`config.mk`:
```
export PLATFORM = sky130hd
export DESIGN_NAME = suv_div
export DESIGN_NICKNAME = d
export VERILOG_FILES = /design/src/sv/suv_pkg.sv /design/src/sv/suv_div.sv
export SDC_FILE = /design/constraint.sdc
export NUM_CORES = 2
export LEC_CHECK = 0
export ABC_AREA = 1
export BUFFER_PORTS_ARGS = -buffer_cell sky130_fd_sc_hd__buf_2
export CAP_MARGIN = 20
export CORE_AREA = 2 2 362 364
export CTS_CLUSTER_SIZE = 20
export DETAILED_ROUTE_END_ITERATION = 12
export DIE_AREA = 0 0 364 366
export PLACE_DENSITY_LB_ADDON = 0.15
export RECOVER_POWER = 25
export SYNTH_ARGS = -nofsm -noshare
export SYNTH_HDL_FRONTEND = slang
export SYNTH_SLANG_ARGS = --single-unit
```
`constraint.sdc`:
```
create_clock -name clk -period 17 [get_ports clk]
set_input_delay 3.4 -clock clk [delete_from_list [all_inputs] [get_ports clk]]
set_output_delay 3.4 -clock clk [all_outputs]
set_load 0.05 [all_outputs]
```
`src/sv/suv_pkg.sv`:
```
// Shared types, widths and constants of the spherical UV mapping pipeline.
package suv_pkg;

	localparam int COORD_BITS   = 16;
	localparam int UV_FRAC_BITS = 16;
	localparam int UV_BITS      = UV_FRAC_BITS + 1;
	localparam int DIFF_BITS    = COORD_BITS + 1;
	localparam int NORM_BITS    = 31;
	localparam int SHIFT_BITS   = $clog2(NORM_BITS);
	localparam int SQ_BITS      = 2 * NORM_BITS;
	localparam int RAD_BITS     = 64;
	localparam int ROOT_BITS    = 32;
	localparam int SQRT_STEPS   = ROOT_BITS;
	localparam int Q_BITS       = UV_FRAC_BITS;
	localparam int NUM_BITS     = NORM_BITS + UV_FRAC_BITS + 1;
	localparam int STEPS_PER_ST = 4;
	localparam int CORDIC_STEPS = 28;
	localparam int CX_BITS      = 36;
	localparam int ANG_BITS     = 34;
	localparam int FRONT_LAT    = 3;
	localparam int SQRT_LAT     = 2 + SQRT_STEPS / STEPS_PER_ST;
	localparam int DIV_LAT      = Q_BITS / STEPS_PER_ST;
	localparam int CORDIC_LAT   = 1 + CORDIC_STEPS / STEPS_PER_ST;
	localparam int PIPE_LAT     = FRONT_LAT + SQRT_LAT + DIV_LAT + 1;
	localparam int CFG_IDX_BITS = 2;

	localparam logic [CFG_IDX_BITS-1:0] REG_CENTER_X = 2'd0;
	localparam logic [CFG_IDX_BITS-1:0] REG_CENTER_Y = 2'd1;
	localparam logic [CFG_IDX_BITS-1:0] REG_CENTER_Z = 2'd2;

	typedef struct packed {
		logic signed [COORD_BITS-1:0] vertex_x;
		logic signed [COORD_BITS-1:0] vertex_y;
		logic signed [COORD_BITS-1:0] vertex_z;
	} vertex_t;

	typedef struct packed {
		logic [UV_BITS-1:0] tex_u;
		logic [UV_BITS-1:0] tex_v;
		logic               degenerate;
	} uv_t;

	typedef struct packed {
		logic dy_pos;
		logic xz_zero;
		logic degen;
	} side_t;

	typedef struct packed {
		logic [NORM_BITS-1:0]      sx;
		logic [NORM_BITS-1:0]      sy;
		logic [NORM_BITS-1:0]      sz;
		logic signed [NORM_BITS:0] cx;
		logic signed [NORM_BITS:0] cz;
		side_t                     side;
	} front_t;

	function automatic logic signed [ANG_BITS-1:0] turn_atan(input int unsigned i);
		logic signed [ANG_BITS-1:0] a;
		unique case (i)
			0:  a = 34'sd536870912;
			1:  a = 34'sd316933406;
			2:  a = 34'sd167458907;
			3:  a = 34'sd85004756;
			4:  a = 34'sd42667331;
			5:  a = 34'sd21354465;
			6:  a = 34'sd10679838;
			7:  a = 34'sd5340245;
			8:  a = 34'sd2670163;
			9:  a = 34'sd1335087;
			10: a = 34'sd667544;
			11: a = 34'sd333772;
			12: a = 34'sd166886;
			13: a = 34'sd83443;
			14: a = 34'sd41722;
			15: a = 34'sd20861;
			16: a = 34'sd10430;
			17: a = 34'sd5215;
			18: a = 34'sd2608;
			19: a = 34'sd1304;
			20: a = 34'sd652;
			21: a = 34'sd326;
			22: a = 34'sd163;
			23: a = 34'sd81;
			24: a = 34'sd41;
			25: a = 34'sd20;
			26: a = 34'sd10;
			27: a = 34'sd5;
			default: a = '0;
		endcase
		return a;
	endfunction

endpackage

```
`src/sv/suv_div.sv`:
```
// Rounded quotient of the scaled vertical component by the length, pipelined.
module suv_div (
	input  logic                          clk,
	input  logic                          adv,
	input  logic [suv_pkg::NORM_BITS-1:0] sy,
	input  logic [suv_pkg::ROOT_BITS-1:0] len,
	output logic [suv_pkg::Q_BITS-1:0]    q
);

	localparam int NW = suv_pkg::NUM_BITS;
	localparam int QB = suv_pkg::Q_BITS;
	localparam int SP = suv_pkg::STEPS_PER_ST;
	localparam int NS = QB / SP;

	logic [NW-1:0]                 rem_q [NS+1];
	logic [QB-1:0]                 quo_q [NS+1];
	logic [suv_pkg::ROOT_BITS-1:0] len_q [NS+1];

	always_comb begin
		rem_q[0] = (NW'(sy) << (suv_pkg::UV_FRAC_BITS - 1)) + NW'(len >> 1);
		quo_q[0] = '0;
		len_q[0] = len;
	end

	for (genvar g = 0; g < NS; g++) begin : g_st
		logic [NW-1:0] r_c, dv_c;
		logic [QB-1:0] q_c;

		always_comb begin
			r_c  = rem_q[g];
			q_c  = quo_q[g];
			dv_c = '0;
			for (int j = 0; j < SP; j++) begin
				dv_c = NW'(len_q[g]) << (QB - 1 - (g * SP + j));
				if (r_c >= dv_c) begin
					r_c = r_c - dv_c;
					q_c[QB - 1 - (g * SP + j)] = 1'b1;
				end
			end
		end

		always_ff @(posedge clk) begin
			if (adv) begin
				rem_q[g+1] <= r_c;
				quo_q[g+1] <= q_c;
				len_q[g+1] <= len_q[g];
			end
		end
	end

	assign q = quo_q[NS];

endmodule

```
Word level (Yosys, flattened, before mapping)
Index checks and enable logic that the tools add are counted.

cells by class
  magnitude comparators = 16
  add/subtract/negate cells = 16
  muxes and demuxes = 19

operators by type and width
  cell              count
  $mux 48           15
  $ge 48x32->1      1
  $ge 48x33->1      1
  $ge 48x34->1      1
  $ge 48x35->1      1
  $ge 48x36->1      1
  $ge 48x37->1      1
  $ge 48x38->1      1
  $ge 48x39->1      1
  $ge 48x40->1      1
  $ge 48x41->1      1
  $ge 48x42->1      1
  $ge 48x43->1      1
  $ge 48x44->1      1
  $ge 48x45->1      1
  $ge 48x46->1      1
  $sub 47x47->48    1
  $sub 48x33->48    1
  $sub 48x34->48    1
  $sub 48x35->48    1
  $sub 48x36->48    1
  $sub 48x37->48    1
  $sub 48x38->48    1
  $sub 48x39->48    1
  10 further kinds  13

storage, ports and cells
  flip-flop bits (word level) = 280
  bits of input ports = 65
  logic and storage cells = 73
  output and inout port bits = 16

Logic depth before layout (Yosys ltp)
  word-level depth = 9
  depth in mapped cells = 101

Worst setup path after synthesis
No wires, ideal clock.

  kind = input to register
  start = input port sy[0] in the netlist's numbering
  end = register rem_q[191] in the netlist's numbering (data pin)
  data arrival time = 16.298 ns
  setup slack = 0.453 ns
  stages = 94
  path through = ha_1 > inv_1 > fa_1 > inv_1 > nand3_1 > nand2_1 > nand2_1 > nand2_1 > nand2_1 > nand2_1 > nand2_1 > nand2_1 > nand3_1 > nand2_1 > nand2_1 > nand2_1 > a31oi_1 > nor2_1 > [... 58 more ...] > a21oi_1 > inv_1 > nand2_1 > nand2_1 > a21boi_0 > o21ai_0 > a21boi_0 > o21ai_0 > a21boi_0 > o21ai_0 > a21boi_0 > o21ai_0 > a21boi_0 > nor2_1 > nor3_1 > nand3b_1 > nand2_1 > inv_1

on the way
  cells in the longest elaborated chain, start to end = 9

RTL lines
  what                                            RTL line                      RTL
  start, declared                                 suv_div.sv:5                  input logic [suv_pkg::NORM_BITS-1:0] sy,
  $add 46x31->47 *                                suv_div.sv:20                 rem_q[0] = (NW'(sy) << (suv_pkg::UV_FRAC_BITS - 1)) + NW'(len >> 1);
  $sub 47x47->48 or $ge 47x47->1 (tied branches)  suv_div.sv:36, suv_div.sv:35
  $mux 48 *                                       suv_div.sv:35                 if (r_c >= dv_c) begin
  $sub 48x46->48 or $ge 48x46->1 (tied branches)  suv_div.sv:36, suv_div.sv:35
  $mux 48 *                                       suv_div.sv:35
  $sub 48x45->48 or $ge 48x45->1 (tied branches)  suv_div.sv:36, suv_div.sv:35
  $mux 48 *                                       suv_div.sv:35
  $sub 48x44->48 or $ge 48x44->1 (tied branches)  suv_div.sv:36, suv_div.sv:35
  $mux 48 *                                       suv_div.sv:35
  via g_st[0].r_c[47]                             suv_div.sv:26                 logic [NW-1:0] r_c, dv_c;
  end signal, assigned by index                   suv_div.sv:44                 rem_q[g+1] <= r_c;
  end, declared                                   suv_div.sv:15                 logic [NW-1:0] rem_q [NS+1];

The timed path passes the listed nets; every way through them passes the cells marked *.
A chain may end at the register's enable or synchronous reset.

Final worst setup path
  start = input port len[16] in the netlist's numbering
  end = register rem_q[191] in the netlist's numbering (data pin)

on the way
  cells in the longest elaborated chain, start to end = 9

RTL lines
  what                                            RTL line                      RTL
  start, declared                                 suv_div.sv:6                  input logic [suv_pkg::ROOT_BITS-1:0] len,
  $add 46x31->47                                  suv_div.sv:20
  $sub 47x47->48 or $ge 47x47->1 (tied branches)  suv_div.sv:36, suv_div.sv:35
  $mux 48                                         suv_div.sv:35
  $sub 48x46->48 or $ge 48x46->1 (tied branches)  suv_div.sv:36, suv_div.sv:35
  $mux 48                                         suv_div.sv:35
  $sub 48x45->48 or $ge 48x45->1 (tied branches)  suv_div.sv:36, suv_div.sv:35
  $mux 48                                         suv_div.sv:35
  $sub 48x44->48 or $ge 48x44->1 (tied branches)  suv_div.sv:36, suv_div.sv:35
  $mux 48 *                                       suv_div.sv:35
  via g_st[0].r_c[47]                             suv_div.sv:26

Marks and branches as above.

==> impl_metrics.json <==
{
  "status": "complete, but fails checks",
  "violations": "capacitance limit, slew limit",
  "fin_skew_ns": 0.0298,
  "cp_max_fo": 22,
  "area_growth_pct": 9.16,
  "worstSetupStartpointType": "primary input",
  "ff2ff_path_depth": 58,
  "clock_path_buffers": 3,
  "finalMaxSlewViolations": 132,
  "drt_iter0_drc": 3812,
  "critPathMaxStageDelay_ns": 0.39,
  "ys_seq_elements": 256,
  "coreArea_mm2": 0.129,
  "rsz0062_at_grt": "false",
  "grt_max_degree": 162,
  "path_buf_inv": 16,
  "drcViolationCount": 0,
  "final_cell_area_mm2": 0.0492,
  "finalCriticalPeriod_ns": 15.67,
  "htreeDepth": 2,
  "crit_type": "primary input to register",
  "layout.cells.most_common": "nand2_1",
  "finalWorstSetupSlack_ns": 1.33,
  "cts_sinks": 256,
  "root_buffer": "clkbuf_16",
  "grt_usage": 0.250,
  "worst-endpoint-required_ns": 17.36,
  "final-setup-viol-count": 0,
  "dpl_cell_area_mm2": 0.0481,
  "async_reset_ff_frac": 0,
  "clock.fmax_mhz": 63.8,
  "drive_above_1_share": 0.0520,
  "hpwl_um": 147000,
  "max_slew_margin": -2.96,
  "avgViaCountPerCell": 5.23,
  "avgRoutedWirePerCell_um": 19.0,
  "worstMarginPinSlew_ns": 5.93,
  "clkTransAtPathRegs_ns": 0.08,
  "die_x_um": 364,
  "min_path_cells": 0,
  "place_ws_ns": 0.0250,
  "synth_cells": 7133,
  "ys_types": 61,
  "wl_um": 172000,
  "cp-end-kind": "register",
  "cp_top_family": "compound AO/OA/AOI/OAI gates",
  "cts_made_buffers": 34,
  "io_pins": 81,
  "path_depth": 92,
  "fin_util": 0.381,
  "layout.nets": 7878,
  "grt_pass1_vias": 43685,
  "crit_path_frequent_cell": "nand2_1",
  "ys_seq_area_frac": 0.171,
  "portBuffers": 80,
  "fin_setup_tns_ns": 0,
  "dieArea_mm2": 0.133,
  "die_y_um": 366,
  "cts_tree": "built",
  "synth_edf_count": 256,
  "slowest_stage": "ha_1",
  "antenna_found_initial": 5,
  "avgSynthCellArea_um2": 6.32,
  "rows": 132,
  "antenna-diode-count": 0,
  "nFillCells": 14254,
  "syn_area_mm2": 0.0451,
  "final_cell_mix": "nand2_1, inv_1, a21oi_1",
  "vias": 47265,
  "drtPass1Iterations": 6,
  "period_share": 0.922,
  "ys_dominant_reg_cell": "edfxtp_1",
  "clk_latency_ns": 0.60,
  "overflow": 0,
  "min_path_type": "register to register",
  "gp_congestion": 0.962,
  "cp.arrival_ns": 16.02,
  "grt_pass1_wl_um": 259000,
  "max-cap-violations": 2,
  "antenna_left": 0,
  "hold_violations": 0,
  "initial_core_util": 0.349,
  "ys_warn_count": 0,
  "syn_nets": 7742
}
-- Yosys cell counts, drive strengths merged (8+ instances only) --
cell    instances  area share
a221oi          8      0.0016
o31ai          10      0.0017
xor2          226       0.044
a21o           32      0.0053
or2            22      0.0031
nor2          665       0.058
xnor2         260       0.051
inv           892       0.074
nand2        1974        0.17
clkinv         10     0.00086
o21bai         34      0.0057
o221ai         12      0.0023
a21oi         646       0.072
o21ai         706       0.080
a31oi          56      0.0078
fa             16      0.0071
nor4           35      0.0049
edfxtp        256        0.17
clkbuf         66      0.0055
nand4         119       0.017
buf            45      0.0070
o21a           36      0.0060
nand3b         29      0.0048
a21boi         41      0.0069
nand3         286       0.033
nor3           70      0.0078
ha            528        0.15
o211ai         19      0.0032
-- through the flow --
stage | std cells | hold slack (ns)
after floorplan | 7133 | 0.400
after global placement | 8973 | 0.401
after CTS | 9031 | 0.416
after detailed placement | 8973 | 0.405
after global routing | 9033 | 0.423
final | 9033 | 0.413
-- logic make-up after synthesis --
group           Yosys count  synth area share
compound gates         1619             0.196
xor+xnor                486            0.0944
fa+ha+maj               544             0.154
buf+inv                1013            0.0877
flops                   256             0.171
simple gates           3215             0.297
-- path summary, 6_finish.rpt --
path	startpoint	to	slack [ns]
min reg2reg	g_st[2].q_c[15]	g_st[3].q_c[15]	0.41
max	len[16]	rem_q[191]	1.33
max reg2reg	rem_q[102]	rem_q[53]	1.42
min	g_st[2].q_c[15]	g_st[3].q_c[15]	0.41
-- sequential cells by signal, indices dropped and copies added (netlist names) --
register / count
rem_q: 144
q: 16
g_st.q_c: 24
g_st.dv_c: 72
-- layout make-up --
class | instances | area (µm²) | area share
Multi-Input combinational cell | 5864 | 33500 | 0.681
Inverter | 902 | 3390 | 0.0689
Tap cell | 1742 | 2180 | 0.0443
Timing Repair inverter | 1 | 7.51 | 0.000153
Clock inverter | 22 | 226 | 0.00460
Clock buffer | 36 | 880 | 0.0179
Sequential cell | 256 | 7690 | 0.156
Timing Repair Buffer | 210 | 1340 | 0.0273
-- layer usage --
layer  global-route usage  up-vias  share of wire
li1                     -    24234              -
met1                0.344    21788           0.47
met2                0.421     1087           0.46
met3               0.0220      156          0.045
met4               0.0567        0          0.022
met5                    0        -              0
-- what timing repair did --
item,4_1_cts,5_1_grt
setup endpoints to repair,0,37
gates resized for setup,0,32
hold buffers,0,0
buffers inserted,0,1
Power is left out: the tool's default activity adds up to more than one toggle a clock period on the data nets, which glitch-free logic cannot reach.
