File: config.mk
export PLATFORM = sky130hd
export DESIGN_NAME = suv_front
export DESIGN_NICKNAME = d
export VERILOG_FILES = /design/src/sv/suv_pkg.sv /design/src/sv/suv_front.sv
export SDC_FILE = /design/constraint.sdc
export NUM_CORES = 1
export LEC_CHECK = 0
export ABC_AREA = 1
export BUFFER_PORTS_ARGS = -buffer_cell sky130_fd_sc_hd__buf_2
export CORE_MARGIN = 2
export CORE_UTILIZATION = 35
export CTS_BUF_LIST = sky130_fd_sc_hd__clkbuf_8 sky130_fd_sc_hd__clkbuf_16
export DETAILED_ROUTE_END_ITERATION = 8
export GPL_TIMING_DRIVEN = 0
export PLACE_DENSITY_LB_ADDON = 0.15
export SETUP_SLACK_MARGIN = 0.4
export SLEW_MARGIN = 5
export SYNTH_ARGS = -nofsm -noshare
export SYNTH_HDL_FRONTEND = slang
export SYNTH_SLANG_ARGS = --single-unit
File: constraint.sdc
create_clock -name clk -period 7.5 [get_ports clk]
set_input_delay 0.375 -clock clk [delete_from_list [all_inputs] [get_ports clk]]
set_output_delay 0.375 -clock clk [all_outputs]
set_load 0.01 [all_outputs]
File: src/sv/suv_pkg.sv
// Shared types, widths and constants of the spherical UV mapping pipeline.
package suv_pkg;

	localparam int COORD_BITS   = 16;
	localparam int UV_FRAC_BITS = 16;
	localparam int UV_BITS      = UV_FRAC_BITS + 1;
	localparam int DIFF_BITS    = COORD_BITS + 1;
	localparam int NORM_BITS    = 31;
	localparam int SHIFT_BITS   = $clog2(NORM_BITS);
	localparam int SQ_BITS      = 2 * NORM_BITS;
	localparam int RAD_BITS     = 64;
	localparam int ROOT_BITS    = 32;
	localparam int SQRT_STEPS   = ROOT_BITS;
	localparam int Q_BITS       = UV_FRAC_BITS;
	localparam int NUM_BITS     = NORM_BITS + UV_FRAC_BITS + 1;
	localparam int STEPS_PER_ST = 4;
	localparam int CORDIC_STEPS = 28;
	localparam int CX_BITS      = 36;
	localparam int ANG_BITS     = 34;
	localparam int FRONT_LAT    = 3;
	localparam int SQRT_LAT     = 2 + SQRT_STEPS / STEPS_PER_ST;
	localparam int DIV_LAT      = Q_BITS / STEPS_PER_ST;
	localparam int CORDIC_LAT   = 1 + CORDIC_STEPS / STEPS_PER_ST;
	localparam int PIPE_LAT     = FRONT_LAT + SQRT_LAT + DIV_LAT + 1;
	localparam int CFG_IDX_BITS = 2;

	localparam logic [CFG_IDX_BITS-1:0] REG_CENTER_X = 2'd0;
	localparam logic [CFG_IDX_BITS-1:0] REG_CENTER_Y = 2'd1;
	localparam logic [CFG_IDX_BITS-1:0] REG_CENTER_Z = 2'd2;

	typedef struct packed {
		logic signed [COORD_BITS-1:0] vertex_x;
		logic signed [COORD_BITS-1:0] vertex_y;
		logic signed [COORD_BITS-1:0] vertex_z;
	} vertex_t;

	typedef struct packed {
		logic [UV_BITS-1:0] tex_u;
		logic [UV_BITS-1:0] tex_v;
		logic               degenerate;
	} uv_t;

	typedef struct packed {
		logic dy_pos;
		logic xz_zero;
		logic degen;
	} side_t;

	typedef struct packed {
		logic [NORM_BITS-1:0]      sx;
		logic [NORM_BITS-1:0]      sy;
		logic [NORM_BITS-1:0]      sz;
		logic signed [NORM_BITS:0] cx;
		logic signed [NORM_BITS:0] cz;
		side_t                     side;
	} front_t;

	function automatic logic signed [ANG_BITS-1:0] turn_atan(input int unsigned i);
		logic signed [ANG_BITS-1:0] a;
		unique case (i)
			0:  a = 34'sd536870912;
			1:  a = 34'sd316933406;
			2:  a = 34'sd167458907;
			3:  a = 34'sd85004756;
			4:  a = 34'sd42667331;
			5:  a = 34'sd21354465;
			6:  a = 34'sd10679838;
			7:  a = 34'sd5340245;
			8:  a = 34'sd2670163;
			9:  a = 34'sd1335087;
			10: a = 34'sd667544;
			11: a = 34'sd333772;
			12: a = 34'sd166886;
			13: a = 34'sd83443;
			14: a = 34'sd41722;
			15: a = 34'sd20861;
			16: a = 34'sd10430;
			17: a = 34'sd5215;
			18: a = 34'sd2608;
			19: a = 34'sd1304;
			20: a = 34'sd652;
			21: a = 34'sd326;
			22: a = 34'sd163;
			23: a = 34'sd81;
			24: a = 34'sd41;
			25: a = 34'sd20;
			26: a = 34'sd10;
			27: a = 34'sd5;
			default: a = '0;
		endcase
		return a;
	endfunction

endpackage

File: src/sv/suv_front.sv
// Front end: direction, magnitudes, normalizing shift and scaled components.
module suv_front (
	input  logic                                   clk,
	input  logic                                   adv,
	input  suv_pkg::vertex_t                       vtx,
	input  logic signed [suv_pkg::COORD_BITS-1:0]  ctr_x,
	input  logic signed [suv_pkg::COORD_BITS-1:0]  ctr_y,
	input  logic signed [suv_pkg::COORD_BITS-1:0]  ctr_z,
	output suv_pkg::front_t                        fr
);

	localparam int DW = suv_pkg::DIFF_BITS;
	localparam int NB = suv_pkg::NORM_BITS;
	localparam int SB = suv_pkg::SHIFT_BITS;

	logic signed [DW-1:0] dx, dy, dz;
	logic [DW-1:0]        ax_s1, ay_s1, az_s1;
	logic                 nx_s1, nz_s1, dyp_s1, deg_s1;
	logic [DW-1:0]        ax_s2, ay_s2, az_s2, m_all, m_xz;
	logic                 nx_s2, nz_s2, dyp_s2, deg_s2, xzz_s2;
	logic [SB-1:0]        pos_all, pos_xz, sh_all_s2, sh_xz_s2;
	logic [NB-1:0]        cxm, czm;

	always_comb begin
		dx = DW'(ctr_x) - DW'(vtx.vertex_x);
		dy = DW'(ctr_y) - DW'(vtx.vertex_y);
		dz = DW'(ctr_z) - DW'(vtx.vertex_z);
	end

	always_ff @(posedge clk) begin
		if (adv) begin
			ax_s1  <= dx[DW-1] ? DW'(-dx) : DW'(dx);
			ay_s1  <= dy[DW-1] ? DW'(-dy) : DW'(dy);
			az_s1  <= dz[DW-1] ? DW'(-dz) : DW'(dz);
			nx_s1  <= dx[DW-1];
			nz_s1  <= dz[DW-1];
			dyp_s1 <= ~dy[DW-1] & (dy != '0);
			deg_s1 <= (dx == '0) & (dy == '0) & (dz == '0);
		end
	end

	always_comb begin
		m_xz    = (ax_s1 > az_s1) ? ax_s1 : az_s1;
		m_all   = (m_xz > ay_s1) ? m_xz : ay_s1;
		pos_all = '0;
		pos_xz  = '0;
		for (int i = 0; i < DW; i++) begin
			if (m_all[i]) pos_all = SB'(i);
			if (m_xz[i]) pos_xz = SB'(i);
		end
	end

	always_ff @(posedge clk) begin
		if (adv) begin
			ax_s2     <= ax_s1;
			ay_s2     <= ay_s1;
			az_s2     <= az_s1;
			nx_s2     <= nx_s1;
			nz_s2     <= nz_s1;
			dyp_s2    <= dyp_s1;
			deg_s2    <= deg_s1;
			xzz_s2    <= (ax_s1 == '0) & (az_s1 == '0);
			sh_all_s2 <= SB'(NB - 1) - pos_all;
			sh_xz_s2  <= SB'(NB - 1) - pos_xz;
		end
	end

	always_comb begin
		cxm = NB'(ax_s2) << sh_xz_s2;
		czm = NB'(az_s2) << sh_xz_s2;
	end

	always_ff @(posedge clk) begin
		if (adv) begin
			fr.sx           <= NB'(ax_s2) << sh_all_s2;
			fr.sy           <= NB'(ay_s2) << sh_all_s2;
			fr.sz           <= NB'(az_s2) << sh_all_s2;
			fr.cx           <= nx_s2 ? -$signed({1'b0, cxm}) : $signed({1'b0, cxm});
			fr.cz           <= nz_s2 ? -$signed({1'b0, czm}) : $signed({1'b0, czm});
			fr.side.dy_pos  <= dyp_s2;
			fr.side.xz_zero <= xzz_s2;
			fr.side.degen   <= deg_s2;
		end
	end

endmodule

After elaboration in Yosys (flattened, before gate mapping)
Index checks and enable logic that the tools add are counted.
{"block": "op_classes", "n_reduce_logical": 6, "n_mux": 39, "bitwise": 5, "magnitude_cmp": 2, "shift": 5, "n_addsub": 10}
{"op": "<< shifter 17 x 5 -> 31 bit", "n": 5}
{"op": "2-to-1 mux 5 bit", "n": 30}
{"op": "zero test 17 bit", "n": 5}
{"op": "negation 31 -> 32 bit", "n": 2}
{"op": "2-to-1 mux 31 bit", "n": 2}
{"op": "negation 17 bit", "n": 3}
{"op": "subtractor 16 x 16 -> 17 bit", "n": 3}
{"op": "2-to-1 mux 16 bit", "n": 3}
{"op": "greater-than comparator 17 bit", "n": 2}
{"op": "2-to-1 mux 17 bit", "n": 2}
{"op": "nonzero test 17 bit", "n": 1}
{"op": "subtractor 5 bit, first input constant", "n": 2}
{"op": "AND 1 bit", "n": 4}
{"op": "2-to-1 mux 1 bit", "n": 2}
{"op": "NOT 1 bit", "n": 1}
{"block": "totals", "out_inout_bits": 160, "regBits": 281, "elab_cells": 97, "input_bits": 98}

Logic depth before layout (Yosys ltp)
Gate-level depths: netlist of run 1.
{"block": "logic_depth", "ltp_word": 21, "mapped_depth": 45, "ltp_nobuf": 44}

Worst setup path after synthesis of run 1
OpenSTA, ideal clock, no wires.
{"block": "synth_path", "path_type": "register -> register", "from": "register ax_s1[16]", "to": "register sh_all_s2[4], data pin", "slack_ps": 3015, "n_path_buf": 3, "arrival_ps": 4216, "required_ps": 7232, "stages_incl_launch_ff": 35, "synth_period_minus_slack_ps": 4485, "setup_time_ps": 268, "path_cell_list": "edfxtp_1 -> ha_1 -> nand2_1 -> nor2_1 -> inv_1 -> a21oi_1 -> nor2_1 -> nand3_1 -> nand2_1 -> buf_2 -> buf_2 -> o21ai_0 -> inv_1 -> ha_1 -> nand2_1 -> nor2_1 -> nand2_1 -> inv_1 -> nand4_1 -> nand3_1 -> nand2_1 -> inv_1 -> clkbuf_1 -> nand2_1 -> o21ai_0 -> nand2_1 -> nand2_1 -> nand2_1 -> nand2_1 -> nand2_1 -> nand2_1 -> nand2_1 -> a21oi_1 -> ha_1 -> a31oi_1"}
{"block": "synth_via", "elab_chain_cells": 21}
{"element": "start: declaration", "line": "suv_front.sv:17", "text": "logic [DW-1:0] ax_s1, ay_s1, az_s1;"}
{"element": "start signal: assignment", "line": "suv_front.sv:32", "text": "ax_s1 <= dx[DW-1] ? DW'(-dx) : DW'(dx);"}
{"element": "greater-than comparator 17 bit", "line": "suv_front.sv:43", "text": "m_xz = (ax_s1 > az_s1) ? ax_s1 : az_s1;"}
{"element": "2-to-1 mux 17 bit *", "line": "suv_front.sv:43"}
{"element": "greater-than comparator 17 bit", "line": "suv_front.sv:44", "text": "m_all = (m_xz > ay_s1) ? m_xz : ay_s1;"}
{"element": "2-to-1 mux 17 bit *", "line": "suv_front.sv:44"}
{"element": "2-to-1 mux 1 bit", "line": "suv_front.sv:48", "text": "if (m_all[i]) pos_all = SB'(i);"}
{"element": "2-to-1 mux 5 bit (14 in series)", "line": "suv_front.sv:48"}
{"element": "2-to-1 mux 5 bit *", "line": "suv_front.sv:48"}
{"element": "via pos_all[0]", "line": "suv_front.sv:21", "text": "logic [SB-1:0] pos_all, pos_xz, sh_all_s2, sh_xz_s2;"}
{"element": "subtractor 5 bit *", "line": "suv_front.sv:63", "text": "sh_all_s2 <= SB'(NB - 1) - pos_all;"}
{"element": "end signal: assignment", "line": "suv_front.sv:63"}
{"element": "end: declaration", "line": "suv_front.sv:21"}
The timed path passes the listed nets; every way through them passes the cells marked *.
A chain may end at the register's enable or synchronous reset.

Worst setup path in the final report of run 1
{"block": "layout_path", "from": "register az_s1[16]", "to": "register sh_all_s2[4], data pin"}
{"block": "layout_via", "elab_chain_cells": 21}
{"element": "start: declaration", "line": "suv_front.sv:17"}
{"element": "start signal: assignment", "line": "suv_front.sv:34", "text": "az_s1 <= dz[DW-1] ? DW'(-dz) : DW'(dz);"}
{"element": "greater-than comparator 17 bit", "line": "suv_front.sv:43"}
{"element": "2-to-1 mux 17 bit *", "line": "suv_front.sv:43"}
{"element": "greater-than comparator 17 bit", "line": "suv_front.sv:44"}
{"element": "2-to-1 mux 17 bit *", "line": "suv_front.sv:44"}
{"element": "2-to-1 mux 1 bit", "line": "suv_front.sv:48"}
{"element": "2-to-1 mux 5 bit (14 in series)", "line": "suv_front.sv:48"}
{"element": "2-to-1 mux 5 bit *", "line": "suv_front.sv:48"}
{"element": "via pos_all[0]", "line": "suv_front.sv:21"}
{"element": "subtractor 5 bit *", "line": "suv_front.sv:63"}
Marks and branches as above.

==> flow_summary.toml, run 1 <==
[layout]
num_antenna_cells = 0
fin_nets = 2943
layout.cells.non_filler = 3518
area_growth_pct = 16.9
post_route_cells_drive_above_1_share_pct = 14.2
fin_util_pct = 41.6
nFillCells = 5766

[clock_tree]
htree_levels = 1
numCtsBuffers = 30
clk_path_buf_depth = 3
clock_sinks = 281
cts_tree = "done"
cts_setup_buffers = 0
cts_hold_buffers = 0
clkTransAtPathRegs_ns = 0.06
post_cts_resized = 0
insertion_delay_ns = 0.60
cts_root_buf = "clkbuf_16"

[place]
placedCellCount = 3465
hpwl_um = 49400
gp_congestion = 0.928
portBuffers = 257

[critical_path]
max_stage_delay_ns = 0.50
crit_path_frequent_cell = "nand2_1"
r2r_cells = 40
critPathLaunchType = "flip-flop"
required_ns = 7.80
r2r-start = "az_s1[16]"
cpMaxStageDelayCell = "edfxtp_1"
reg2reg_slack_ns = 1.70
crit_family = "simple AND/OR/NAND/NOR gates"
cp.arrival_ns = 6.09
worstSetupEndpointType = "flip-flop"
r2r_end = "sh_all_s2[4]"
path_max_fanout = 10
path_buf_inv = 7
criticalPathCategory = "reg -> reg"

[route]
routed_wl_um = 60200
ant_nets = 0
vias_per_cell = 4.96
first_pass_iters = 7
dr.first_iter.drc_count = 1163
avgRoutedWirePerCell_um = 17.1
vias = 17400
drc = 0

[timing]
hold_viol = 0
rsz0062_at_grt = "false"
fin_crit_ns = 5.80
slew_violations = 0
skew_ns = 0.0296
slew_headroom_pct = 47.0
fin_tns_setup_ns = 0
fin_crit_sh_pct = 77.3
fmax_mhz = 173
setup_viol = 0
worst_pin_slew_ns = 0.789

[floorplan]
std_cell_rows = 86
die_w_um = 241
die_y_um = 241
die-area_um2 = 58100
initial_core_util_pct = 35.6
ios = 258
core_um2 = 55300

[status]
status = "completed"

[power]
peakVddDrop_v = 0.000186
p_leak_nw = 10.4
power_density_nw_per_um2 = 418

[synth]
synth_edf_count = 281
syn_area_um2 = 19700
ys_ff_latch = 281
postSynthCellCount = 2458
synthFlopType = "edfxtp_1"
syn-num-nets = 2652
synth_seq_area_share_pct = 42.9
avgSynthCellArea_um2 = 8.00
synth-async-reset-ratio_pct = 0
synth_cell_types = 52
yosysWarningCount = 0

[hold_path]
min_path_type = "in -> reg"
hold_end = "fr[21]"
worstHoldStart = "adv"
whs_path_depth = 1

[grt]
grt.total_usage_pct = 20.4
grt_pass1_wl_um = 93100
grt_pass1_vias = 16800
antenna_found_initial = 0
grt_overflow = 0
grt_max_degree = 124

[flow_run]
drv_cap = 0
==> worst max-delay path by stage <==
stage | startpoint | endpoint | slack, ns | cells after the start
after detailed placement | az_s1[16] | sh_all_s2[4] | 1.76 | 40
after floorplan | ax_s1[16] | sh_all_s2[4] | 3.02 | 34
after global routing | az_s1[16] | sh_all_s2[4] | 1.01 | 35
after CTS | az_s1[16] | sh_all_s2[4] | 1.73 | 40
after global placement | az_s1[16] | sh_all_s2[4] | 1.76 | 35
final | az_s1[16] | sh_all_s2[4] | 1.70 | 40
==> synth_stat cells (9+ instances only) <==
| master | n | share of area, % |
|---|---|---|
| o22ai_1 | 21 | 0.67 |
| o21ai_2 | 14 | 0.62 |
| nand3_1 | 58 | 1.5 |
| inv_1 | 311 | 5.9 |
| o21bai_1 | 12 | 0.46 |
| nor2_2 | 14 | 0.45 |
| a31oi_1 | 15 | 0.48 |
| inv_2 | 16 | 0.31 |
| a21oi_1 | 80 | 2.0 |
| clkbuf_1 | 67 | 1.3 |
| buf_1 | 12 | 0.23 |
| ha_1 | 93 | 5.9 |
| nand4_1 | 13 | 0.41 |
| edfxtp_1 | 281 | 43 |
| o21ai_1 | 66 | 1.7 |
| or2_1 | 9 | 0.29 |
| nand2_1 | 621 | 12 |
| nor2_1 | 207 | 3.9 |
| o221ai_1 | 25 | 1.1 |
| buf_2 | 14 | 0.36 |
| nor3_1 | 22 | 0.56 |
| xnor2_1 | 28 | 1.2 |
| nor4_1 | 10 | 0.32 |
| o32ai_1 | 9 | 0.40 |
| o21ai_0 | 220 | 5.6 |
| xor2_1 | 115 | 5.1 |
| a21o_1 | 15 | 0.57 |
==> cell type report <==
| class | instances | area (um^2) | area share (%) |
|---|---|---|---|
| multi-input combinational | 1741 | 9530 | 41.5 |
| sequential | 281 | 8440 | 36.7 |
| timing repair buffer | 259 | 1350 | 5.88 |
| inverter | 334 | 1250 | 5.46 |
| tap | 748 | 936 | 4.07 |
| clock buffer | 31 | 776 | 3.37 |
| buffer | 102 | 445 | 1.94 |
| clock inverter | 22 | 262 | 1.14 |
==> flip-flops by register name, indices dropped and copies added (netlist names) <==
register,flops
nz_s2,1
fr,160
nz_s1,1
ay_s1,17
deg_s2,1
ay_s2,17
ax_s1,17
dyp_s1,1
sh_xz_s2,5
az_s2,17
deg_s1,1
nx_s1,1
ax_s2,17
dyp_s2,1
az_s1,17
sh_all_s2,5
nx_s2,1
xzz_s2,1
==> logic make-up after synthesis <==
kind of cell,Yosys count,synth area share [%]
xor gates and xnor gates,143,6.37
buffers and inverters,436,8.64
AOI/OAI and AO/OA,505,14.8
muxes,6,0.305
DFF,281,42.9
and+or+nand+nor,991,20.7
adders and majority gates,96,6.22
==> cells in the final DEF (no fill, tap or decap), drive strengths merged, types with 4 or more instances in the layout <==
master / synthesis / routed
o221ai: 26 / 26
nand4: 15 / 15
buf: 35 / 294
nor3b: 8 / 8
inv: 327 / 333
nor4: 10 / 10
o21bai: 12 / 12
edfxtp: 281 / 281
ha: 93 / 93
o32ai: 9 / 9
nand3: 62 / 62
a21oi: 80 / 80
a21o: 15 / 15
a22oi: 5 / 5
clkbuf: 67 / 98
nor2: 222 / 222
mux2i: 6 / 6
a31oi: 15 / 15
o2111ai: 6 / 6
o22ai: 21 / 21
xor2: 115 / 115
o21a: 6 / 6
bufinv: 0 / 6
clkinv: 7 / 13
o21ai: 300 / 300
nand2: 627 / 627
nand3b: 4 / 4
o211ai: 7 / 7
xnor2: 28 / 28
nor3: 23 / 23
clkinvlp: 0 / 4
or2: 16 / 16
==> report_power, final <==
group / leakage (nW) / total, mW / internal [mW] / switching [mW]
Sequential: 2.79 / 2.74 / 2.49 / 0.252
Clock: 0.510 / 1.56 / 0.947 / 0.610
Combinational: 7.11 / 5.32 / 1.65 / 3.68
Total: 10.4 / 9.62 / 5.08 / 4.54
==> routing by layer <==
metal,routed length (um),part of all wire (%),global-route usage [%]
met4,1170,1.9,5.03
met1,28300,47,28.3
met2,28000,47,34.3
met3,2690,4.5,1.92
met5,0,0,0
==> metrics by stage <==
step	worst slack [ns]	area (um^2)	hold slack (ns)	total power, mW
final	1.70	23000	0.193	9.62
after global routing	1.01	23000	0.182	10.4
after CTS	1.73	23000	0.177	9.65
after detailed placement	1.76	22000	0.406	8.06
after global placement	1.76	21900	0.403	8.03
after floorplan	3.02	19700	0.400	6.21
Power figures use the tool's default switching activity.
==> run 2, diff against run 1 <==
Settings changed: ABC_AREA 1 to 0.
Clock period 7.5 ns to 5.2 ns, I/O delays scaled along.
==> run 2 against run 1 <==
Compared with the run above: wire length is 4.7% higher; clock power is 37% higher; non-clock buffer count is 31 higher; global-route usage is 0.17 points higher; synthesized cell count is 20% lower; critical path depth is 20 lower.
==> flow_summary.toml, run 2 <==
[place]
hpwl_um = 49600
gp_congestion = 0.947
pre_cts_ws_ns = -0.538
portBuffers = 257
placedCellCount = 2989
dpl_cell_area_um2 = 22500

[hold_path]
whs_path_depth = 1
min_path_type = "in -> reg"

[critical_path]
criticalPathCategory = "reg -> reg"
cp.arrival_ns = 5.18
r2r_cells = 20
critPathLaunchType = "flip-flop"
worstSetupEndpointType = "flip-flop"
cpMaxStageDelayCell = "edfxtp_1"
path_max_fanout = 7
required_ns = 5.54
path_cells = "ha_4 > a21oi_2 > o21ai_1 > a2111o_1 > a22oi_2 > buf_6 > buf_8 > clkbuf_16 > mux2_4 > ha_4 > and4_1 > nand2_2 > a31oi_4 > a211oi_2 > a21bo_2 > clkbuf_16 > a311oi_4 > a32oi_2 > or3_1 > a221o_1"
max_stage_delay_ns = 0.52

[timing]
skew_ns = 0.0196
rsz0062_at_grt = "true"
setup_viol = 0
worst_slack_ns = 0.358
slew_headroom_pct = 39.0
slew_violations = 0
fmax_mhz = 207
fin_crit_sh_pct = 93.1
worst_pin_slew_ns = 0.911
hold_viol = 0
fin_crit_ns = 4.84

[synth]
synth_seq_area_share_pct = 41.9
synth-async-reset-ratio_pct = 0
yosysWarningCount = 0
syn_area_um2 = 20100
synth.most_common_cell = "edfxtp_1"
avgSynthCellArea_um2 = 10.2
synth_commonest_cells = "281 x edfxtp_1, 182 x nand2_1, 153 x nor2_1"
yosys.area.top_type = "edfxtp_1"
synth_edf_count = 281
ys_ff_latch = 281
yosysTopAreaCellShare_pct = 41.9
synthTopCellsByArea = "edfxtp_1 42%, ha_1 5.8%, mux4_2 5.0%, mux2i_1 4.0%, nand2_1 3.4%"
postSynthCellCount = 1974
synthFlopType = "edfxtp_1"
syn-num-nets = 2168
synth_cell_types = 91

[clock_tree]
cts_hold_buffers = 0
clk_path_buf_depth = 3
clkTransAtPathRegs_ns = 0.06
cts_root_buf = "clkbuf_16"
clock_sinks = 281
htree_levels = 1
insertion_delay_ns = 0.60
cts_tree = "done"
numCtsBuffers = 31

[route]
avgRoutedWirePerCell_um = 20.5
drc = 0
vias_per_cell = 5.47
ant_nets = 0
first_pass_iters = 8
dr.first_iter.drc_count = 1257
vias = 16800
routed_wl_um = 63000

[power]
p_leak_nw = 9.66
power_density_nw_per_um2 = 565
peakVddDrop_v = 0.000307

[grt]
grtUsageMet2_pct = 34.7
grt.total_usage_pct = 20.6
grt_pass1_wl_um = 96800
antenna_found_initial = 0
grt_overflow = 0
use_met1_pct = 27.7
grt_max_degree = 122
grt_pass1_vias = 16500
grt.busiest_layer = "met2"
grtUsageMet3_pct = 2.35

[layout]
largest_register = "fr"
largest_reg_flops = 160
fin_nets = 2496
post_route_cells_drive_above_1_share_pct = 22.6
layout_commonest_cell = "edfxtp_1"
finalInstanceArea_um2 = 24100
num_antenna_cells = 0
layout.cells.non_filler = 3079
final_cell_mix = "281 x edfxtp_1, 264 x buf_2, 181 x nand2_1, 151 x nor2_1, 119 x inv_1"
area_growth_pct = 19.8
fin_util_pct = 42.6

[floorplan]
ios = 258
die-area_um2 = 59500
core_um2 = 56600
initial_core_util_pct = 35.6
std_cell_rows = 87
die_w_um = 244
die_y_um = 244

[flow_run]
drv_cap = 0

[status]
status = "completed"
run 2: changes by cell type in the layout (fill, tap and decap cells not counted), moves of 42 or more:
cell | before | now
inv_1 | 316 | 119
mux2_2 | 0 | 45
mux2i_1 | 6 | 80
mux4_2 | 0 | 45
nand2_1 | 621 | 181
nor2_1 | 207 | 151
nor2b_1 | 0 | 42
o21ai_0 | 220 | 95
o21ai_1 | 66 | 15
xnor2_1 | 28 | 77
xor2_1 | 115 | 53
run 2: logic make-up after synthesis:
logic type	share of synthesized area, %
AND/OR/NAND/NOR	14.3
AO/OA/AOI/OAI	15.2
flip-flops	41.9
buffers and inverters	4.38
multiplexers	12.5
XOR/XNOR	5.70
adder cells (fa/ha/maj)	6.08
run 2: layer usage:
layer / routed length, um / up-vias
met3: 3560 / 108
met5: 0 / -
met1: 27500 / 8139
li1: - / 8018
met4: 1840 / 0
met2: 30100 / 578
run 2: cell type report:
cell class              count  area, um^2
plain buffers              97         469
clock buffers              31         776
clock inverters            23         206
fillers                  5555       32500
inverters                 126         473
multi-input cells        1470       11100
flip-flops and latches    281        8440
well taps                 756         946
repair buffers            295        1670
run 2: worst max-delay path, delay by kind of cell (launching register included):
family          cells  cell delay [ns]
simple gates        3             0.58
flops               1             0.52
mux                 1             0.33
fa+ha+maj           2             0.57
compound gates     10             1.99
buf+inv             4             0.59
run 2: where the power goes:
part	switching, mW	internal (mW)	leakage, nW	total (mW)
sequential	0.361	3.46	2.79	3.82
clock	0.899	1.23	0.499	2.13
combinational	4.70	3.00	6.37	7.69
run 2: final timing paths:
path,end,start,slack (ns)
worst max register to register,sh_all_s2[3],ax_s1[4],0.36
worst min-delay path,ay_s1[9],adv,0.12
worst max-delay path,sh_all_s2[3],ax_s1[4],0.36
worst min register to register,fr[2],dyp_s2,0.42
run 2: timing repair:
action / 4_1_cts / 5_1_grt
gates cloned: 1 / 0
setup buffers: 32 / 3
pin swaps: 17 / 14
gates resized for setup: 47 / 20
endpoints found under the setup margin: 5 / 4
run 2: metrics by stage:
| stage | power [mW] | hold slack, ns | setup TNS, ns |
|---|---|---|---|
| after global routing | 14.5 | 0.119 | 0 |
| after global placement | 11.0 | 0.401 | -1.32 |
| after CTS | 13.5 | 0.110 | 0 |
| after detailed placement | 11.0 | 0.405 | -1.44 |
| after floorplan | 8.57 | 0.372 | 0 |
| final | 13.6 | 0.121 | 0 |
